### src/rau_pkg.sv
`default_nettype none

package rau_pkg;

	localparam int OPERAND_W = 16;
	localparam int NUM_W     = 33;
	localparam int DEN_W     = 32;
	localparam int OP_W      = 3;

	localparam logic [OP_W-1:0] OP_ADD      = 3'd0;
	localparam logic [OP_W-1:0] OP_SUB      = 3'd1;
	localparam logic [OP_W-1:0] OP_MUL      = 3'd2;
	localparam logic [OP_W-1:0] OP_DIV      = 3'd3;
	localparam logic [OP_W-1:0] OP_SIMPLIFY = 3'd4;

	typedef struct packed {
		logic [OP_W-1:0]             operation;
		logic signed [OPERAND_W-1:0] a_num;
		logic signed [OPERAND_W-1:0] a_den;
		logic signed [OPERAND_W-1:0] b_num;
		logic signed [OPERAND_W-1:0] b_den;
	} req_item_t;

	typedef struct packed {
		logic signed [NUM_W-1:0] result_num;
		logic signed [DEN_W-1:0] result_den;
		logic                    zero_gcd_error;
	} rsp_item_t;

	typedef enum logic [2:0] {
		ST_IDLE,
		ST_MUL,
		ST_GCD_TEST,
		ST_GCD_WAIT,
		ST_QUO_NUM,
		ST_QUO_DEN,
		ST_DONE
	} rau_state_t;

endpackage

`default_nettype wire

### src/rational_arithmetic_unit_core.sv
`default_nettype none

// channel  signals                 payload
// req      req_valid / req_stall   req  (operation, a_num, a_den, b_num, b_den)
// rsp      rsp_valid / rsp_stall   rsp  (result_num, result_den, zero_gcd_error)
//
// Add, subtract, multiply, divide: three products through one registered multiplier
// in ST_MUL, then the rsp register loads in ST_DONE. Unused codes go to ST_DONE.
// Simplify: each Euclid step runs one division in the bit-serial divider,
// up to about 23 steps, then the two quotients, or the error flag for a zero gcd.
// arst_n clears the sequencer and rsp_valid. req_stall is high while an item is in
// work; a finished result waits in the rsp register and the next item is taken.
module rational_arithmetic_unit_core (
	input  wire                clk,
	input  wire                arst_n,
	input  wire                req_valid,
	output logic               req_stall,
	input  wire rau_pkg::req_item_t req,
	output logic               rsp_valid,
	input  wire                rsp_stall,
	output rau_pkg::rsp_item_t rsp
);

	localparam int W = rau_pkg::OPERAND_W;

	rau_pkg::rau_state_t state_q, state_d;

	logic [rau_pkg::OP_W-1:0]  op_q;
	logic signed [W-1:0]       an_q, ad_q, bn_q, bd_q;
	logic [1:0]                step_q;
	logic signed [rau_pkg::NUM_W-1:0] p0_q, p1_q, num_q;
	logic signed [rau_pkg::DEN_W-1:0] den_q;
	logic                      err_q;
	logic signed [W-1:0]       p_q, q_q;
	logic                      rsp_valid_q;
	rau_pkg::rsp_item_t        rsp_q;

	logic signed [W-1:0]       mul_a, mul_b;
	logic signed [2*W-1:0]     prod;
	logic                      div_start;
	logic signed [W-1:0]       div_dividend, div_divisor;
	logic                      div_done;
	logic signed [W:0]         div_quo;
	logic signed [W-1:0]       div_rem;

	logic req_xfer, rsp_free, q_zero, p_zero;

	assign req_xfer = req_valid && !req_stall;
	assign rsp_free = !rsp_valid_q || !rsp_stall;
	assign q_zero   = (q_q == '0);
	assign p_zero   = (p_q == '0);

	rau_mul #(.WIDTH(W)) u_mul (
		.clk  (clk),
		.a    (mul_a),
		.b    (mul_b),
		.prod (prod)
	);

	rau_div #(.WIDTH(W)) u_div (
		.clk       (clk),
		.arst_n    (arst_n),
		.start     (div_start),
		.dividend  (div_dividend),
		.divisor   (div_divisor),
		.done      (div_done),
		.quotient  (div_quo),
		.remainder (div_rem)
	);

	// next state
	always_comb begin
		state_d = state_q;
		unique case (state_q)
			rau_pkg::ST_IDLE: begin
				if (req_valid) begin
					unique case (req.operation)
						rau_pkg::OP_ADD, rau_pkg::OP_SUB,
						rau_pkg::OP_MUL, rau_pkg::OP_DIV: state_d = rau_pkg::ST_MUL;
						rau_pkg::OP_SIMPLIFY:             state_d = rau_pkg::ST_GCD_TEST;
						default:                          state_d = rau_pkg::ST_DONE;
					endcase
				end
			end
			rau_pkg::ST_MUL: begin
				if (step_q == 2'd3) state_d = rau_pkg::ST_DONE;
			end
			rau_pkg::ST_GCD_TEST: begin
				if (!q_zero)     state_d = rau_pkg::ST_GCD_WAIT;
				else if (p_zero) state_d = rau_pkg::ST_DONE;
				else             state_d = rau_pkg::ST_QUO_NUM;
			end
			rau_pkg::ST_GCD_WAIT: begin
				if (div_done) state_d = rau_pkg::ST_GCD_TEST;
			end
			rau_pkg::ST_QUO_NUM: begin
				if (div_done) state_d = rau_pkg::ST_QUO_DEN;
			end
			rau_pkg::ST_QUO_DEN: begin
				if (div_done) state_d = rau_pkg::ST_DONE;
			end
			rau_pkg::ST_DONE: begin
				if (rsp_free) state_d = rau_pkg::ST_IDLE;
			end
			default: state_d = rau_pkg::ST_IDLE;
		endcase
	end

	// unit operand steering
	always_comb begin
		mul_a        = ad_q;
		mul_b        = bd_q;
		div_start    = 1'b0;
		div_dividend = p_q;
		div_divisor  = q_q;
		req_stall    = (state_q != rau_pkg::ST_IDLE);
		unique case (state_q)
			rau_pkg::ST_MUL: begin
				case (step_q)
					2'd0: begin
						mul_a = an_q;
						mul_b = (op_q == rau_pkg::OP_MUL) ? bn_q : bd_q;
					end
					2'd1: begin
						mul_a = bn_q;
						mul_b = ad_q;
					end
					default: begin
						mul_a = (op_q == rau_pkg::OP_DIV) ? bn_q : ad_q;
						mul_b = (op_q == rau_pkg::OP_DIV) ? ad_q : bd_q;
					end
				endcase
			end
			rau_pkg::ST_GCD_TEST: begin
				// q == 0 ends Euclid with gcd in p; first quotient is a_num / gcd
				if (q_zero) begin
					div_dividend = an_q;
					div_divisor  = p_q;
				end
				div_start = !(q_zero && p_zero);
			end
			rau_pkg::ST_QUO_NUM: begin
				div_dividend = ad_q;
				div_divisor  = p_q;
				div_start    = div_done;
			end
			default: ;
		endcase
	end

	always_ff @(posedge clk or negedge arst_n) begin
		if (!arst_n) begin
			state_q     <= rau_pkg::ST_IDLE;
			step_q      <= '0;
			rsp_valid_q <= 1'b0;
		end else begin
			state_q <= state_d;
			if (state_q == rau_pkg::ST_MUL) step_q <= step_q + 1'b1;
			else                            step_q <= '0;
			if (state_q == rau_pkg::ST_DONE && rsp_free) rsp_valid_q <= 1'b1;
			else if (!rsp_stall)                         rsp_valid_q <= 1'b0;
		end
	end

	always_ff @(posedge clk) begin
		if (req_xfer) begin
			op_q  <= req.operation;
			an_q  <= req.a_num;
			ad_q  <= req.a_den;
			bn_q  <= req.b_num;
			bd_q  <= req.b_den;
			p_q   <= req.a_num;
			q_q   <= req.a_den;
			num_q <= '0;
			den_q <= '0;
			err_q <= 1'b0;
		end
		unique case (state_q)
			rau_pkg::ST_MUL: begin
				case (step_q)
					2'd1: p0_q <= rau_pkg::NUM_W'(prod);
					2'd2: p1_q <= rau_pkg::NUM_W'(prod);
					2'd3: begin
						den_q <= rau_pkg::DEN_W'(prod);
						case (op_q)
							rau_pkg::OP_ADD: num_q <= p0_q + p1_q;
							rau_pkg::OP_SUB: num_q <= p0_q - p1_q;
							default:         num_q <= p0_q;
						endcase
					end
					default: ;
				endcase
			end
			rau_pkg::ST_GCD_TEST: begin
				if (q_zero && p_zero) begin
					num_q <= rau_pkg::NUM_W'(an_q);
					den_q <= rau_pkg::DEN_W'(ad_q);
					err_q <= 1'b1;
				end
			end
			rau_pkg::ST_GCD_WAIT: begin
				if (div_done) begin
					p_q <= q_q;
					q_q <= div_rem;
				end
			end
			rau_pkg::ST_QUO_NUM: begin
				if (div_done) num_q <= rau_pkg::NUM_W'(div_quo);
			end
			rau_pkg::ST_QUO_DEN: begin
				if (div_done) den_q <= rau_pkg::DEN_W'(div_quo);
			end
			rau_pkg::ST_DONE: begin
				if (rsp_free) begin
					rsp_q.result_num     <= num_q;
					rsp_q.result_den     <= den_q;
					rsp_q.zero_gcd_error <= err_q;
				end
			end
			default: ;
		endcase
	end

	assign rsp_valid = rsp_valid_q;
	assign rsp       = rsp_q;

endmodule

`default_nettype wire

### src/rau_mul.sv
`default_nettype none

module rau_mul #(
	parameter int WIDTH = 16
) (
	input  wire                       clk,
	input  wire  signed [WIDTH-1:0]   a,
	input  wire  signed [WIDTH-1:0]   b,
	output logic signed [2*WIDTH-1:0] prod
);

	logic signed [2*WIDTH-1:0] prod_q;

	always_ff @(posedge clk) begin
		prod_q <= a * b;
	end

	assign prod = prod_q;

endmodule

`default_nettype wire

### src/rau_div.sv
`default_nettype none

// Restoring divider on magnitudes, one quotient bit per cycle.
// Quotient truncates toward zero, remainder takes the dividend's sign.
module rau_div #(
	parameter int WIDTH = 16
) (
	input  wire                     clk,
	input  wire                     arst_n,
	input  wire                     start,
	input  wire  signed [WIDTH-1:0] dividend,
	input  wire  signed [WIDTH-1:0] divisor,
	output logic                    done,
	output logic signed [WIDTH:0]   quotient,
	output logic signed [WIDTH-1:0] remainder
);

	localparam int CNT_W = $clog2(WIDTH);

	logic             busy_q;
	logic             done_q;
	logic [CNT_W-1:0] cnt_q;
	logic [WIDTH-1:0] dvd_q;
	logic [WIDTH-1:0] dvs_q;
	logic [WIDTH-1:0] rem_q;
	logic             qneg_q;
	logic             rneg_q;

	logic [WIDTH-1:0] dvd_mag;
	logic [WIDTH-1:0] dvs_mag;
	logic [WIDTH:0]   shifted;
	logic [WIDTH:0]   diff;
	logic             fits;

	// most negative operand wraps onto its own magnitude
	assign dvd_mag = dividend[WIDTH-1] ? WIDTH'(-dividend) : WIDTH'(dividend);
	assign dvs_mag = divisor[WIDTH-1] ? WIDTH'(-divisor) : WIDTH'(divisor);

	assign shifted = {rem_q, dvd_q[WIDTH-1]};
	assign diff    = shifted - {1'b0, dvs_q};
	assign fits    = ~diff[WIDTH];

	always_ff @(posedge clk or negedge arst_n) begin
		if (!arst_n) begin
			busy_q <= 1'b0;
			done_q <= 1'b0;
			cnt_q  <= '0;
		end else begin
			done_q <= 1'b0;
			if (start) begin
				busy_q <= 1'b1;
				cnt_q  <= '0;
			end else if (busy_q) begin
				cnt_q <= cnt_q + 1'b1;
				if (cnt_q == CNT_W'(WIDTH - 1)) begin
					busy_q <= 1'b0;
					done_q <= 1'b1;
				end
			end
		end
	end

	always_ff @(posedge clk) begin
		if (start) begin
			dvd_q  <= dvd_mag;
			dvs_q  <= dvs_mag;
			rem_q  <= '0;
			qneg_q <= dividend[WIDTH-1] ^ divisor[WIDTH-1];
			rneg_q <= dividend[WIDTH-1];
		end else if (busy_q) begin
			rem_q <= fits ? diff[WIDTH-1:0] : shifted[WIDTH-1:0];
			dvd_q <= {dvd_q[WIDTH-2:0], fits};
		end
	end

	assign done      = done_q;
	assign quotient  = qneg_q ? -$signed({1'b0, dvd_q}) : $signed({1'b0, dvd_q});
	assign remainder = rneg_q ? -$signed(rem_q) : $signed(rem_q);

endmodule

`default_nettype wire

### config.mk
export PLATFORM = sky130hd
export DESIGN_NAME = rational_arithmetic_unit_core
export DESIGN_NICKNAME = d
export VERILOG_FILES = /design/src/rau_pkg.sv /design/src/rational_arithmetic_unit_core.sv /design/src/rau_mul.sv /design/src/rau_div.sv
export SDC_FILE = /design/constraint.sdc
export NUM_CORES = 2
export LEC_CHECK = 0
export BUFFER_PORTS_ARGS = -buffer_cell sky130_fd_sc_hd__clkbuf_2
export CORE_UTILIZATION = 45
export DETAILED_ROUTE_END_ITERATION = 16
export GPL_TIMING_DRIVEN = 0
export HOLD_SLACK_MARGIN = 0.02
export PLACE_DENSITY = 0.58
export SLEW_MARGIN = 20
export SYNTH_ARGS = -nofsm -noshare
export SYNTH_HDL_FRONTEND = slang
export SYNTH_SLANG_ARGS = --single-unit
### constraint.sdc
create_clock -name clk -period 19.3 [get_ports clk]
set_input_delay 0.965 -clock clk [delete_from_list [all_inputs] [get_ports clk]]
set_output_delay 0.965 -clock clk [all_outputs]
set_load 0.01 [all_outputs]
== Word-level counts from Yosys, hierarchy flattened ==
Cells that the tools add are included.

* Word-level logic and storage cells: 145
* Memory bits (writable): 0
* Flip-flop bits (word level): 389
* Bits of input ports: 71
* Latch bits: 0
* Memories: 0
* Memory bits (read-only): 0

* Divide/modulo/power cells: 0
* $mul: 1
* Equal/unequal tests: 24
* Bitwise gates (word level): 2
* Shift-type cells: 0
* Magnitude comparators: 0
* Reduce and logical (&&, ||, !) cells: 21
* Add/subtract/negate cells: 9
* Muxes and demuxes: 60

{| class="wikitable"
|+ Operator list
! cell !! count
|-
| 2-to-1 mux 16 bit || 18
|-
| 2-to-1 mux 33 bit || 4
|-
| 2-to-1 mux 32 bit || 4
|-
| one-hot mux 16 bit (2 select lines) || 4
|-
| one-hot mux 33 bit (3 select lines) || 1
|-
| one-hot mux 32 bit (3 select lines) || 1
|-
| one-hot mux 33 bit (2 select lines) || 1
|-
| negation 16 bit || 3
|-
| adder 32 x 32 -> 33 bit || 1
|-
| subtractor 32 x 32 -> 33 bit || 1
|-
| zero test 16 bit || 2
|-
| multiplier 16 x 16 -> 32 bit || 1
|-
| 2-to-1 mux 3 bit || 7
|-
| one-hot mux 3 bit (7 select lines) || 1
|-
| equality test 3 x 2 -> 1 bit, second input constant || 6
|-
| 2-to-1 mux 17 bit || 1
|-
| negation 16 -> 17 bit || 1
|-
| subtractor 17 x 16 -> 17 bit || 1
|-
| 2-to-1 mux 15 bit || 1
|-
| equality test 3 bit, second input constant || 4
|-
| 2-to-1 mux 1 bit || 11
|-
| equality test 3 x 1 -> 1 bit, second input constant || 3
|-
| zero test 3 bit || 3
|-
| 2-to-1 mux 4 bit || 2
|-
| other kinds (21) || 35
|}

== Depth between registers and ports, before layout ==
* Word-level depth: 6
* Gate-level depth with buffers: 34
* Mapped depth without buffers: 32

== Modules after synthesis ==
From an unflattened synthesis, not the netlist that was laid out.

* Cells, all modules: 2991
* Area total of the unflattened synthesis: 29366.9 µm²

{| class="wikitable"
|+ Modules (own cells, without submodules)
! module !! area an instance (µm²) !! instances !! cells each
|-
| rational_arithmetic_unit_core || 14392.6 || 1 || 1359
|-
| rau_mul || 10789.1 || 1 || 1162
|-
| rau_div || 4185.3 || 1 || 470
|}

== Worst setup path after synthesis ==
OpenSTA, ideal clock, no wires.

* Path kind: register -> register
* Start point: register step_q[0]
* End point: register u_mul.prod_q[28], in the netlist u_mul.prod[28]
* Setup time: 0.072 ns
* Cell stages (with the launch flop): 34
* Data arrival time: 7.502 ns
* Data required time: 19.228 ns
* Slack: 11.726 ns
* Cell sequence: dfrtp_1 > inv_1 > ha_1 > clkbuf_1 > o21ai_1 > clkbuf_1 > a221oi_1 > a21oi_1 > nor2_1 > a21oi_1 > clkbuf_1 > nand2_1 > fa_1 > inv_1 > fa_1 > inv_1 > fa_1 > inv_1 > fa_1 > fa_1 > inv_1 > fa_1 > inv_1 > ha_1 > a21o_1 > a21oi_1 > nor2b_1 > o21ai_0 > a21oi_1 > o31ai_1 > nand2_1 > a41oi_1 > nor2b_1 > xnor2_1

* Longest elaborated chain between the ends: 4

{| class="wikitable"
|+ Ends and longest elaborated chain
! element !! line !! text
|-
| start: declaration || rational_arithmetic_unit_core.sv:30 || <nowiki>logic [1:0] step_q;</nowiki>
|-
| start signal: assignment || rational_arithmetic_unit_core.sv:158 || <nowiki>if (state_q == rau_pkg::ST_MUL) step_q <= step_q + 1'b1;</nowiki>
|-
| equality test 2 x 1 -> 1 bit or zero test 2 bit (tied branches) || rational_arithmetic_unit_core.sv:119 || <nowiki>case (step_q)</nowiki>
|-
| one-hot mux 16 bit (2 select lines) || rational_arithmetic_unit_core.sv:119 ||
|-
| 2-to-1 mux 16 bit || rational_arithmetic_unit_core.sv:117 || <nowiki>unique case (state_q)</nowiki>
|-
| multiplier 16 x 16 -> 32 bit * || rau_mul.sv:15 || <nowiki>prod_q <= a * b;</nowiki>
|-
| end signal: assignment || rau_mul.sv:15 ||
|-
| end: declaration || rau_mul.sv:12 || <nowiki>logic signed [2*WIDTH-1:0] prod_q;</nowiki>
|}

Every way passes the cells marked *; elsewhere a longest branch is shown, timed or not.
A chain may end at the register's enable or synchronous reset.

== Worst setup path in the final report ==
* Start point: register step_q[0]
* End point: register u_mul.prod_q[31], in the netlist u_mul.prod[31]

Same word-level chain as after synthesis.

==> impl_metrics.env <==
export IMPL_grt_pass1_wl_um=151000
export IMPL_worst_pin_slew_ns=1.11
export IMPL_syn_area_per_cell_um2=9.36
export IMPL_slowest_stage="a21oi_1"
export IMPL_dieArea_um2=67200
export IMPL_start_util_pct=45.8
export IMPL_cts_setup_buffers=0
export IMPL_seq_area_frac_synth_pct=34.1
export IMPL_grt_overflow=0
export IMPL_detail_route_antenna_nets=0
export IMPL_clk_latency_ns=0.61
export IMPL_max_stage_delay_ns=0.71
export IMPL_required_ns=19.71
export IMPL_synth_most_common_cell="nand2_1"
export IMPL_synth_area_top_cells="edfxtp_1 (23%), fa_1 (18%), dfxtp_1 (9.8%)"
export IMPL_grt_pass1_vias=24400
export IMPL_vias=24800
export IMPL_netlist_instances=3179
export IMPL_slew_headroom_pct=25.3
export IMPL_clkTransAtPathRegs_ns=0.07
export IMPL_grt_usage_pct=30.2
export IMPL_clockRootBuffer="clkbuf_16"
export IMPL_wl_met3_um=7840
export IMPL_fmax_mhz=96.9
export IMPL_antenna_found_initial=4
export IMPL_maxCapViolCount=0
export IMPL_endpoint_kind="flip-flop"
export IMPL_top_layer_used="met5"
export IMPL_synth_ff_type="edfxtp_1"
export IMPL_maxSlewViolCount=0
export IMPL_die_h_um=259
export IMPL_wl_met2_um=45600
export IMPL_whs_ns=0.254
export IMPL_clock_skew_final_ns=0.0340
export IMPL_nets=3846
export IMPL_seq_area_um2=10200
export IMPL_synth_top_area_cell="edfxtp_1"
export IMPL_synthToLayoutAreaGrowth_pct=11.6
export IMPL_yosys_warnings=0
export IMPL_rows=93
export IMPL_crit_family="adder cells"
export IMPL_vias_per_cell=5.82
export IMPL_m1WireLength_um=43800
export IMPL_synth_seq_cells=389
export IMPL_crit_fanout=10
export IMPL_min_path_type="input pin to asynchronous set/reset pin"
export IMPL_grt_max_degree=40
export IMPL_path_buf_inv=9
export IMPL_synth_net_count=3654
export IMPL_synthArstFlopShare_pct=3.08
export IMPL_layout_drive_gt1_share_pct=8.27
export IMPL_dpl_hpwl_um=82000
export IMPL_gp_congestion=0.965
export IMPL_crit_top_cell="inv_1"
export IMPL_cts_resized=0
export IMPL_period_share_pct=53.5
export IMPL_fillers=6065
export IMPL_hold_viol_final=0
export IMPL_synth_cell_type_count=90
export IMPL_cts_num_sinks=389
export IMPL_clockBufferDepth=3
export IMPL_core_area_um2=64900
export IMPL_fin_setup_tns_ns=0
export IMPL_drt_pass1_iterations=7
export IMPL_htreeDepth=2
export IMPL_cts_buffers=45
export IMPL_status="complete, no violations"
export IMPL_setup_viol=0
export IMPL_avgRoutedWirePerCell_um=23.8
export IMPL_synth_commonest_cells="nand2_1 (419), inv_1 (353), nor2_1 (289), fa_1 (264), edfxtp_1 (231)"
export IMPL_rsz0062_at_grt="no"
export IMPL_synth_top_area_share_pct=23.3
export IMPL_portBuffers=138
export IMPL_route_detailed_drc=0
export IMPL_min_period_ns=10.32
export IMPL_synth_cell_area_um2=29800
export IMPL_drt_iter0_drc=2503
export IMPL_synth_edf_count=231
export IMPL_startpoint_type="flip-flop"
export IMPL_cp_arrival_ns=10.74
export IMPL_criticalPathCategory="flip-flop to flip-flop"
export IMPL_tritoncts="done"
export IMPL_ctsHoldBuffers=0
export IMPL_wl_um=101000
export IMPL_die_x_um=259
export IMPL_diodes=0
export IMPL_multi_input_area_um2=17800
export IMPL_pin_count=139
## worst paths after layout
path	startpoint	endpoint	slack [ns]	depth (start not counted)
setup / recovery	step_q[0]	u_mul.prod[31]	8.98	31
hold / removal	arst_n	state_q[1]	0.25	1
setup reg to reg	step_q[0]	u_mul.prod[31]	8.98	31
hold reg to reg	den_q[19]	rsp[20]	0.44	0
max in group asynchronous	arst_n	state_q[2]	18.77	1
min in group clk	den_q[19]	rsp[20]	0.44	0
## final cells by class
cell class / instances / area share [%]
flip-flops and latches: 389 / 30.6
well taps: 855 / 3.22
repair buffers: 145 / 2.49
inverters: 357 / 4.04
plain buffers: 129 / 1.55
multi-input cells: 2304 / 53.5
clock inverters: 30 / 0.972
clock buffers: 54 / 3.61
## metal layers
layer | global-route usage [%] | vias up
met5 | 0 | -
met4 | 11.8 | 2
met3 | 5.58 | 209
met2 | 47.2 | 1035
met1 | 41.4 | 12300
li1 | - | 11300
## placed cells by master (no fill, tap or decap), types with 19 or more instances in the layout
cell type / instances
nand2_1: 419
inv_1: 353
nor2_1: 287
fa_1: 264
edfxtp_1: 231
a21oi_1: 190
o21ai_0: 181
dfxtp_1: 146
ha_1: 140
clkbuf_2: 139
clkbuf_1: 111
xnor2_1: 89
xor2_1: 65
a31oi_1: 51
nand3_1: 50
clkbuf_16: 45
nor3_1: 42
nand2b_1: 35
o21a_1: 34
a21o_1: 32
o21ai_1: 32
o211ai_1: 30
mux2i_1: 30
a221oi_1: 26
nor2b_1: 22
o31ai_1: 20
and3_1: 19
## logic make-up after synthesis
logic type	after synthesis	synth area share (%)
simple gates	986	14.9
compound gates	727	15.5
buf+inv	486	6.22
fa+ha+maj	404	23.6
flops	389	34.1
xor+xnor	155	4.59
mux	32	1.08
## metrics by stage
stage               cell area, µm²  worst slack (ns)  cells  util [%]
global placement             31500              9.40   4172      48.5
detailed placement           31700              9.23   4179      48.8
finish                       33200              8.98   4263      51.1
global route                 33200              8.55   4263      51.1
CTS                          33200              9.20   4263      51.1
floorplan                    29800             11.73   3179         -
## sequential cells by signal, summed over array words and instances, names as in the netlist, 32 cells and up
| register | cells |
|---|---|
| num_q | 33 |
| p0_q | 32 |
| rsp | 66 |
| p1_q | 32 |
| den_q | 32 |
| u_mul.prod | 32 |
Power is left out: the tool's default activity adds up to more than one toggle a clock period on the data nets, which glitch-free logic cannot reach.
